## config.mk

```make
export PLATFORM = sky130hd
export DESIGN_NAME = integer_to_ascii_digits_flat
export DESIGN_NICKNAME = d
export VERILOG_FILES = /design/src/rtl/itoa_pkg.sv /design/src/rtl/itoa_in_if.sv /design/src/rtl/itoa_out_if.sv /design/src/rtl/itoa_cell.sv /design/src/rtl/integer_to_ascii_digits.sv /design/src/flat_wrapper.sv
export SDC_FILE = /design/constraint.sdc
export NUM_CORES = 1
export LEC_CHECK = 0
export BUFFER_PORTS_ARGS = -buffer_cell sky130_fd_sc_hd__buf_2
export CORE_AREA = 2 2 254 256
export DETAILED_ROUTE_END_ITERATION = 10
export DIE_AREA = 0 0 256 258
export GPL_ROUTABILITY_DRIVEN = 0
export PLACE_DENSITY = 0.61
export SYNTH_ARGS = -nofsm -noshare
export SYNTH_HDL_FRONTEND = slang
export SYNTH_SLANG_ARGS = --single-unit
```

## constraint.sdc

```tcl
create_clock -name i_clk -period 12.39 [get_ports i_clk]
set_input_delay 2.478 -clock i_clk [delete_from_list [all_inputs] [get_ports i_clk]]
set_output_delay 2.478 -clock i_clk [all_outputs]
set_load 0.02 [all_outputs]
```

## src/rtl/itoa_pkg.sv

```systemverilog
`timescale 1ns / 1ps
// ----------------------------------------------------------------------------
// itoa_pkg: shared types and constants for the integer to ASCII converter
// Holds field widths, character codes, the command codes, the controller
// states, the digit cell control group and the digit to character mapping.
// ----------------------------------------------------------------------------
package itoa_pkg;

    // Default sizes for the top level parameters
    localparam int VALUE_BITS_DEF = 32;
    localparam int MAX_DIGITS_DEF = 32;

    // Fixed field widths
    localparam int VALUE_W = 32;
    localparam int RADIX_W = 6;
    localparam int CHAR_W  = 8;
    localparam int DIGIT_W = 6;

    // Command codes
    localparam logic CMD_SIGNED_DEC     = 1'b0;
    localparam logic CMD_UNSIGNED_RADIX = 1'b1;

    // Radix limits and the decimal base
    localparam logic [RADIX_W-1:0] RADIX_MIN    = 6'd2;
    localparam logic [RADIX_W-1:0] RADIX_MAX    = 6'd36;
    localparam logic [RADIX_W-1:0] DECIMAL_BASE = 6'd10;
    localparam logic [DIGIT_W-1:0] DEC_DIGIT_MAX = 6'd9;

    // Character codes
    localparam logic [CHAR_W-1:0] CHAR_ZERO    = 8'h30;
    localparam logic [CHAR_W-1:0] CHAR_UPPER_A = 8'h41;
    localparam logic [CHAR_W-1:0] CHAR_MINUS   = 8'h2D;

    // Controller states
    typedef enum logic [2:0] {
        S_IDLE,
        S_CONV,
        S_SKIP,
        S_SIGN,
        S_EMIT
    } t_state;

    // Control group broadcast to every digit cell
    typedef struct packed {
        logic               clear;
        logic               shift;
        logic [RADIX_W-1:0] radix;
    } t_cell_ctrl;

    // Map a digit value to its ASCII character, letters above nine
    function automatic logic [CHAR_W-1:0] f_digit_char(input logic [DIGIT_W-1:0] d);
        logic [CHAR_W-1:0] v;
        v = CHAR_W'(d);
        if (d > DEC_DIGIT_MAX) begin
            return v + CHAR_UPPER_A - CHAR_W'(DECIMAL_BASE);
        end
        return v + CHAR_ZERO;
    endfunction

endpackage

```

## src/rtl/itoa_in_if.sv

```systemverilog
`timescale 1ns / 1ps
// ----------------------------------------------------------------------------
// itoa_in_if: request channel of the integer to ASCII converter
// Carries the command, the radix and the value with a valid/ready handshake.
// ----------------------------------------------------------------------------
interface itoa_in_if;
    logic                         valid;
    logic                         ready;
    logic                         command;
    logic [itoa_pkg::RADIX_W-1:0] radix;
    logic [itoa_pkg::VALUE_W-1:0] value;

    modport source(output valid, output command, output radix, output value, input ready);
    modport sink(input valid, input command, input radix, input value, output ready);
endinterface

```

## src/rtl/itoa_out_if.sv

```systemverilog
`timescale 1ns / 1ps
// ----------------------------------------------------------------------------
// itoa_out_if: character channel of the integer to ASCII converter
// Carries one ASCII character and its last flag with a valid/ready handshake.
// ----------------------------------------------------------------------------
interface itoa_out_if;
    logic                        valid;
    logic                        ready;
    logic [itoa_pkg::CHAR_W-1:0] char_code;
    logic                        last;

    modport source(output valid, output char_code, output last, input ready);
    modport sink(input valid, input char_code, input last, output ready);
endinterface

```

## src/rtl/itoa_cell.sv

```systemverilog
`timescale 1ns / 1ps
// ----------------------------------------------------------------------------
// itoa_cell: one digit cell of the systolic radix converter
// Doubles its digit and adds the incoming carry, reduces modulo the radix and
// passes the carry and the step enable one cell up through registers. In the
// output phase the row acts as a shift register toward the top cell.
// ----------------------------------------------------------------------------
module itoa_cell (
    input  logic                         i_clk,
    input  logic                         i_rst_n,
    input  itoa_pkg::t_cell_ctrl         i_ctrl,
    input  logic                         i_en,
    input  logic                         i_carry,
    input  logic [itoa_pkg::DIGIT_W-1:0] i_lower,
    output logic                         o_en,
    output logic                         o_carry,
    output logic [itoa_pkg::DIGIT_W-1:0] o_digit
);

    logic [itoa_pkg::DIGIT_W-1:0] r_digit;
    logic [itoa_pkg::DIGIT_W-1:0] n_digit;
    logic                         r_en;
    logic                         r_carry;
    logic [itoa_pkg::DIGIT_W:0]   w_sum;
    logic [itoa_pkg::DIGIT_W:0]   w_rad;
    logic                         w_ge;

    // Double and add carry, subtract the radix once on overflow
    always_comb begin
        w_sum = {r_digit, i_carry};
        w_rad = {1'b0, i_ctrl.radix};
        w_ge  = (w_sum >= w_rad);
        if (w_ge) begin
            n_digit = itoa_pkg::DIGIT_W'(w_sum - w_rad);
        end else begin
            n_digit = itoa_pkg::DIGIT_W'(w_sum);
        end
    end

    // Digit: clear on a new transaction, shift in output phase, step when enabled
    always_ff @(posedge i_clk) begin
        if (i_ctrl.clear) begin
            r_digit <= '0;
        end else if (i_ctrl.shift) begin
            r_digit <= i_lower;
        end else if (i_en) begin
            r_digit <= n_digit;
        end
    end

    // Pass enable and carry to the next cell
    always_ff @(posedge i_clk) begin
        if (!i_rst_n || i_ctrl.clear) begin
            r_en    <= 1'b0;
            r_carry <= 1'b0;
        end else begin
            r_en    <= i_en;
            r_carry <= i_en & w_ge;
        end
    end

    assign o_en    = r_en;
    assign o_carry = r_carry;
    assign o_digit = r_digit;

endmodule

```

## src/rtl/integer_to_ascii_digits.sv

```systemverilog
`timescale 1ns / 1ps
// ----------------------------------------------------------------------------
// integer_to_ascii_digits: integer to ASCII text converter
// Converts one value per transaction to signed decimal or unsigned radix text,
// most significant character first, with last on the final character.
// ----------------------------------------------------------------------------
// One request is handled at a time. After acceptance the value is shifted
// MSB first into a skewed row of MAX_DIGITS digit cells, one bit per cycle,
// and the carries ripple up through a register per cell. Leading zeros are
// then shifted out of the top cell at one per cycle. The characters, after a
// minus sign when one is sent, then go out at one per cycle while the sink
// is ready, and output stalls keep the block busy; the input is ready again
// the cycle after the last character is taken. Text longer than MAX_DIGITS
// characters keeps only its least significant ones.
// ----------------------------------------------------------------------------
module integer_to_ascii_digits #(
    parameter int VALUE_BITS = itoa_pkg::VALUE_BITS_DEF,
    parameter int MAX_DIGITS = itoa_pkg::MAX_DIGITS_DEF
) (
    input  logic          i_clk,
    input  logic          i_rst_n,
    itoa_in_if.sink       i_in,
    itoa_out_if.source    o_out
);

    localparam int CW = $clog2(VALUE_BITS + MAX_DIGITS + 1);
    localparam int LW = $clog2(MAX_DIGITS + 1);
    localparam logic [CW-1:0] FEED_END  = CW'(VALUE_BITS);
    localparam logic [CW-1:0] CONV_LAST = CW'(VALUE_BITS + MAX_DIGITS - 1);
    localparam logic [LW-1:0] LEFT_FULL = LW'(MAX_DIGITS);
    localparam logic [LW-1:0] LEFT_ONE  = LW'(1);

    itoa_pkg::t_state             r_state, n_state;
    logic [CW-1:0]                r_cnt, n_cnt;
    logic [LW-1:0]                r_left, n_left;
    logic [VALUE_BITS-1:0]        r_bits, n_bits;
    logic                         r_neg, n_neg;
    logic [itoa_pkg::RADIX_W-1:0] r_radix, n_radix;
    logic                         r_ovf, n_ovf;

    logic                         w_in_acc;
    logic                         w_out_acc;
    logic [VALUE_BITS-1:0]        w_val;
    logic                         w_is_neg;
    logic [itoa_pkg::RADIX_W-1:0] w_radix_sel;
    logic                         w_feed;
    logic                         w_skip;
    itoa_pkg::t_cell_ctrl         w_ctrl;

    logic [MAX_DIGITS:0]          w_en;
    logic [MAX_DIGITS:0]          w_carry;
    logic [itoa_pkg::DIGIT_W-1:0] w_digit [MAX_DIGITS];
    logic [itoa_pkg::DIGIT_W-1:0] w_lower [MAX_DIGITS];
    logic [itoa_pkg::DIGIT_W-1:0] w_top;

    assign w_in_acc  = i_in.valid & i_in.ready;
    assign w_out_acc = o_out.valid & o_out.ready;
    assign w_val     = VALUE_BITS'(i_in.value);
    assign w_is_neg  = (i_in.command == itoa_pkg::CMD_SIGNED_DEC) & w_val[VALUE_BITS-1];
    assign w_top     = w_digit[MAX_DIGITS-1];
    assign w_skip    = !r_ovf && (w_top == '0) && (r_left > LEFT_ONE);

    // Select the radix: decimal for signed, clamped radix otherwise
    always_comb begin
        if (i_in.command == itoa_pkg::CMD_SIGNED_DEC) begin
            w_radix_sel = itoa_pkg::DECIMAL_BASE;
        end else if (i_in.radix < itoa_pkg::RADIX_MIN) begin
            w_radix_sel = itoa_pkg::RADIX_MIN;
        end else if (i_in.radix > itoa_pkg::RADIX_MAX) begin
            w_radix_sel = itoa_pkg::RADIX_MAX;
        end else begin
            w_radix_sel = i_in.radix;
        end
    end

    // Next state
    always_comb begin
        n_state = r_state;
        case (r_state)
            itoa_pkg::S_IDLE: begin
                if (w_in_acc) begin
                    n_state = itoa_pkg::S_CONV;
                end
            end
            itoa_pkg::S_CONV: begin
                if (r_cnt == CONV_LAST) begin
                    n_state = itoa_pkg::S_SKIP;
                end
            end
            itoa_pkg::S_SKIP: begin
                if (!w_skip) begin
                    if (r_neg && (r_left != LEFT_FULL)) begin
                        n_state = itoa_pkg::S_SIGN;
                    end else begin
                        n_state = itoa_pkg::S_EMIT;
                    end
                end
            end
            itoa_pkg::S_SIGN: begin
                if (w_out_acc) begin
                    n_state = itoa_pkg::S_EMIT;
                end
            end
            itoa_pkg::S_EMIT: begin
                if (w_out_acc && (r_left == LEFT_ONE)) begin
                    n_state = itoa_pkg::S_IDLE;
                end
            end
            default: n_state = itoa_pkg::S_IDLE;
        endcase
    end

    // Outputs and cell control
    always_comb begin
        i_in.ready      = 1'b0;
        o_out.valid     = 1'b0;
        o_out.char_code = itoa_pkg::f_digit_char(w_top);
        o_out.last      = 1'b0;
        w_feed          = 1'b0;
        w_ctrl.clear    = 1'b0;
        w_ctrl.shift    = 1'b0;
        w_ctrl.radix    = r_radix;
        case (r_state)
            itoa_pkg::S_IDLE: begin
                i_in.ready   = 1'b1;
                w_ctrl.clear = i_in.valid;
            end
            itoa_pkg::S_CONV: begin
                w_feed = (r_cnt < FEED_END);
            end
            itoa_pkg::S_SKIP: begin
                w_ctrl.shift = w_skip;
            end
            itoa_pkg::S_SIGN: begin
                o_out.valid     = 1'b1;
                o_out.char_code = itoa_pkg::CHAR_MINUS;
            end
            itoa_pkg::S_EMIT: begin
                o_out.valid  = 1'b1;
                o_out.last   = (r_left == LEFT_ONE);
                w_ctrl.shift = w_out_acc && (r_left != LEFT_ONE);
            end
            default: begin
                i_in.ready = 1'b0;
            end
        endcase
    end

    // Datapath next values
    always_comb begin
        n_cnt   = r_cnt;
        n_left  = r_left;
        n_bits  = r_bits;
        n_neg   = r_neg;
        n_radix = r_radix;
        n_ovf   = r_ovf;
        case (r_state)
            itoa_pkg::S_IDLE: begin
                if (w_in_acc) begin
                    n_bits  = w_is_neg ? (~w_val + 1'b1) : w_val;
                    n_neg   = w_is_neg;
                    n_radix = w_radix_sel;
                    n_cnt   = '0;
                    n_left  = LEFT_FULL;
                    n_ovf   = 1'b0;
                end
            end
            itoa_pkg::S_CONV: begin
                n_cnt  = r_cnt + 1'b1;
                n_bits = {r_bits[VALUE_BITS-2:0], 1'b0};
                n_ovf  = r_ovf | w_carry[MAX_DIGITS];
            end
            itoa_pkg::S_SKIP: begin
                if (w_skip) begin
                    n_left = r_left - 1'b1;
                end
            end
            itoa_pkg::S_EMIT: begin
                if (w_out_acc) begin
                    n_left = r_left - 1'b1;
                end
            end
            default: begin
                n_cnt = r_cnt;
            end
        endcase
    end

    // Control registers
    always_ff @(posedge i_clk) begin
        if (!i_rst_n) begin
            r_state <= itoa_pkg::S_IDLE;
            r_cnt   <= '0;
            r_left  <= '0;
            r_ovf   <= 1'b0;
        end else begin
            r_state <= n_state;
            r_cnt   <= n_cnt;
            r_left  <= n_left;
            r_ovf   <= n_ovf;
        end
    end

    // Payload registers
    always_ff @(posedge i_clk) begin
        r_bits  <= n_bits;
        r_neg   <= n_neg;
        r_radix <= n_radix;
    end

    // Feed the value MSB first into the bottom cell
    assign w_en[0]    = w_feed;
    assign w_carry[0] = w_feed & r_bits[VALUE_BITS-1];

    // Row of digit cells, least significant at the bottom
    for (genvar g = 0; g < MAX_DIGITS; g++) begin : g_cell
        if (g == 0) begin : g_bottom
            assign w_lower[g] = '0;
        end else begin : g_upper
            assign w_lower[g] = w_digit[g-1];
        end

        itoa_cell u_cell (
            .i_clk   (i_clk),
            .i_rst_n (i_rst_n),
            .i_ctrl  (w_ctrl),
            .i_en    (w_en[g]),
            .i_carry (w_carry[g]),
            .i_lower (w_lower[g]),
            .o_en    (w_en[g+1]),
            .o_carry (w_carry[g+1]),
            .o_digit (w_digit[g])
        );
    end

`ifndef ASSERT_OFF
    // Never take a request while a character is on offer
    a_one_side: assert property (@(posedge i_clk) disable iff (!i_rst_n)
        i_in.ready |-> !o_out.valid)
        else $error("input ready while output valid");

    // A shown digit is always below the radix
    a_digit_range: assert property (@(posedge i_clk) disable iff (!i_rst_n)
        (r_state == itoa_pkg::S_EMIT) |-> (w_top < r_radix))
        else $error("digit not below radix");

    // Character count never runs out while output is valid
    a_left_nonzero: assert property (@(posedge i_clk) disable iff (!i_rst_n)
        o_out.valid |-> (r_left != '0))
        else $error("character count empty while valid");

    // After the last character the block is ready for a new request
    a_last_idle: assert property (@(posedge i_clk) disable iff (!i_rst_n)
        (w_out_acc && o_out.last) |=> i_in.ready)
        else $error("not ready after last character");
`endif

endmodule
```

## src/flat_wrapper.sv

```systemverilog
// flat-port wrapper written by rule: the top's interface ports become plain ports
module integer_to_ascii_digits_flat 
#(
    parameter int VALUE_BITS = itoa_pkg::VALUE_BITS_DEF,
    parameter int MAX_DIGITS = itoa_pkg::MAX_DIGITS_DEF
)
  (i_clk, i_rst_n, i_in_valid, i_in_command, i_in_radix, i_in_value, i_in_ready, o_out_valid, o_out_char_code, o_out_last, o_out_ready);
  itoa_in_if i_in_i ();
  itoa_out_if o_out_i ();
  input  logic i_clk;
  input  logic i_rst_n;
  input wire logic [$bits(i_in_i.valid)-1:0] i_in_valid;
  input wire logic [$bits(i_in_i.command)-1:0] i_in_command;
  input wire logic [$bits(i_in_i.radix)-1:0] i_in_radix;
  input wire logic [$bits(i_in_i.value)-1:0] i_in_value;
  output wire logic [$bits(i_in_i.ready)-1:0] i_in_ready;
  output wire logic [$bits(o_out_i.valid)-1:0] o_out_valid;
  output wire logic [$bits(o_out_i.char_code)-1:0] o_out_char_code;
  output wire logic [$bits(o_out_i.last)-1:0] o_out_last;
  input wire logic [$bits(o_out_i.ready)-1:0] o_out_ready;
  assign i_in_i.valid = i_in_valid;
  assign i_in_i.command = i_in_command;
  assign i_in_i.radix = i_in_radix;
  assign i_in_i.value = i_in_value;
  assign i_in_ready = i_in_i.ready;
  assign o_out_valid = o_out_i.valid;
  assign o_out_char_code = o_out_i.char_code;
  assign o_out_last = o_out_i.last;
  assign o_out_i.ready = o_out_ready;
  integer_to_ascii_digits #(.VALUE_BITS(VALUE_BITS), .MAX_DIGITS(MAX_DIGITS)) u_core (.i_clk(i_clk), .i_rst_n(i_rst_n), .i_in(i_in_i), .o_out(o_out_i));
endmodule
```

==> metrics <==
run status=finished, final reports clean; CTS tree=built; Bufs on Longest Clock Path=3; final-layout fill cell count=6522; largest net degree at the start of global routing=139; mean routed wirelength per cell=16.5 um; Post-synth ARST share=0; Max Clk Rate=188 MHz; die outline area=66000 um^2; initial antenna violation count=0; highest fanout seen on the critical path=79; most instantiated flip-flop cell in the synthesis netlist=sky130_fd_sc_hd__dfxtp_1; total negative slack=0 ps; signed area change from the synthesized netlist to the final layout=9.53%; Total Wirelength=59500 um; count of buffers from port buffering=52; post-CTS sizing=0; wire length of the first global-routing pass=98200 um; sum of net half-perimeters after detailed placement=37900 um; effective utilization at floorplan=0.364; insertion delay of the later-clocked pin in the worst-skew pair=560 ps; violation count after the first detailed-route iteration=1145; post-detailed-route DRC marker count=0; cell type with the highest aggregate area in the netlist=sky130_fd_sc_hd__dfxtp_1; I/O pin cnt=54; cell area after synthesis=23200 um^2; detailed-route via count=19800; class of the tightest hold or removal check=flop to flop; power density of the placed cells=103 nW/um^2; Worst EP required=12850 ps; die outline width=256 um; area of the multi-input gates=15500 um^2; Layout Skew=17.2 ps; All-Layer GR Usage=0.177; fraction of layout instances using a drive strength above 1=0.0675; via density per instance=5.49; ANT nets after route=0; CTS Sinks=311; kind of end point of the critical path=flop; final setup violation count=0; number of buffers added for setup after CTS=0; most frequent standard cell in the layout excluding fill and tap cells=sky130_fd_sc_hd__dfxtp_1; number of global-route vias before repair=18800; Final nets=3003; commonest cells after routing, fill and taps aside=272 x sky130_fd_sc_hd__dfxtp_1, 258 x sky130_fd_sc_hd__a21oi_1, 221 x sky130_fd_sc_hd__o21ai_0; RSZ-0062 raised after global routing=no; total design power=2.61 mW; sequential cell area=6620 um^2; Reg clk slew, reported paths=60 ps; worst-case hold slack=473 ps; Hold-fix buffers, CTS=0; post-route worst setup slack=7080 ps; syn_nets=3021; Max H-tree Level=2; die height=258 um; shortest clock period the worst path allows after layout=5310 ps; Seq/Total Area, Yosys=0.286; Worst setup SP type=input port; synthesized flop and latch total=311; Placeable Area=63600 um^2; EDFF count, synth=39; VDD IR-drop max=86.1 uV; Final period util=0.429; Clock Tree Root=sky130_fd_sc_hd__clkbuf_16; number of synthesis warnings=0; transition time at the pin with the least slew margin=1000 ps; category of the most critical setup path=input port to flop; first drt pass iteration count=5; number of buffers created by CTS=39; largest cells by area after synthesis=sky130_fd_sc_hd__dfxtp_1 24%, sky130_fd_sc_hd__ha_1 11%, sky130_fd_sc_hd__a21oi_1 5.6%; number of distinct library cells after synthesis=80; final slew viol count=0; setup slack after placement=6490 ps; GRT overflow=0; worst rel slew slack=0.333; Mean Syn Cell Area=8.44 um^2; top cell type's share of synthesized area=0.235; leakage power total=10.4 nW; arrival time of the worst setup path=5770 ps; max-cap viol count=0; Final Hold Viols=0; gate count of the mapped netlist=2744; Cell Rows=93
[layer usage]
metal  routed length (um)  vias to the layer above  GRT usage  share of wire
met5                    0                        -          0              0
met4                 1140                        0     0.0465          0.019
met3                 1690                       80     0.0191          0.028
met2                27200                      283      0.296           0.46
met1                29500                     9444      0.243           0.50
li1                     -                    10000          -              -
[power by group]
group | internal [mW] | total [mW] | switching (mW) | leakage (nW)
Clock | 0.705 | 1.17 | 0.462 | 0.645
Sequential | 1.05 | 1.07 | 0.0169 | 2.58
Combinational | 0.145 | 0.373 | 0.228 | 7.16
Total | 1.90 | 2.61 | 0.707 | 10.4
[synthesized netlist by cell type (all sizes together) (42+ instances only)]
| library cell | number |
|---|---|
| xnor2 | 77 |
| o211ai | 121 |
| inv | 126 |
| nand3 | 43 |
| a21oi | 258 |
| dfxtp | 272 |
| a21o | 96 |
| a31oi | 42 |
| nand2b | 101 |
| ha | 202 |
| xor2 | 68 |
| nand2 | 185 |
| nor2 | 180 |
| clkbuf | 91 |
| o21ai | 223 |
| mux2i | 120 |
[layout make-up]
| cell class | count | area share |
|---|---|---|
| Tap cell | 855 | 0.0422 |
| Sequential cell | 311 | 0.261 |
| Multi-Input combinational cell | 2179 | 0.611 |
| Inverter | 126 | 0.0187 |
| Timing Repair Buffer | 69 | 0.0158 |
| Clock inverter | 9 | 0.00375 |
| Antenna cell | 1 | 0.0000987 |
| Clock buffer | 61 | 0.0474 |
[sequential cells by signal, summed over array words and instances, names as in the netlist]
name / cells
u_core.r_bits: 32
u_core.r_radix: 6
u_core.g_cell.u_cell.o_digit: 192
u_core.r_state: 3
u_core.r_ovf: 1
u_core.r_left: 6
u_core.g_cell.u_cell.o_carry: 32
u_core.r_neg: 1
u_core.g_cell.u_cell.o_en: 31
u_core.r_cnt: 7
[per-stage QoR]
stage / util / area (um^2) / instances
after floorplan: - / 23200 / 2744
after global placement: 0.378 / 24100 / 3540
after CTS: 0.398 / 25400 / 3610
final: 0.398 / 25400 / 3611
after detailed placement: 0.378 / 24100 / 3540
after global routing: 0.398 / 25400 / 3610
[path summary, 6_finish.rpt]
path                                                    startpoint                                   to  slack, ps  cells after the start
worst max-delay path                                    i_in_valid  u_core.g_cell[13].u_cell.o_digit[5]       7080                      6
worst min-delay path            u_core.g_cell[8].u_cell.o_digit[5]   u_core.g_cell[9].u_cell.o_digit[5]        470                      2
worst max register to register                   u_core.r_state[0]   u_core.g_cell[0].u_cell.o_digit[0]       7750                     11
worst min register to register  u_core.g_cell[8].u_cell.o_digit[5]   u_core.g_cell[9].u_cell.o_digit[5]        470                      2
[worst max-delay path: stages]
cell                      delay [ps]
sky130_fd_sc_hd__buf_2           130
sky130_fd_sc_hd__nand2_4         350
sky130_fd_sc_hd__buf_4           660
sky130_fd_sc_hd__buf_4           790
sky130_fd_sc_hd__nand2_1         810
sky130_fd_sc_hd__o31ai_1         450
[logic make-up after synthesis]
group | after synthesis | synth area share
mux | 128 | 0.0558
xor+xnor | 145 | 0.0549
fa+ha+maj | 235 | 0.137
buf+inv | 254 | 0.0460
flops | 311 | 0.286
simple gates | 735 | 0.162
other cells | 1 | 0.000162
compound gates | 935 | 0.258
Power figures use the tool's default switching activity.
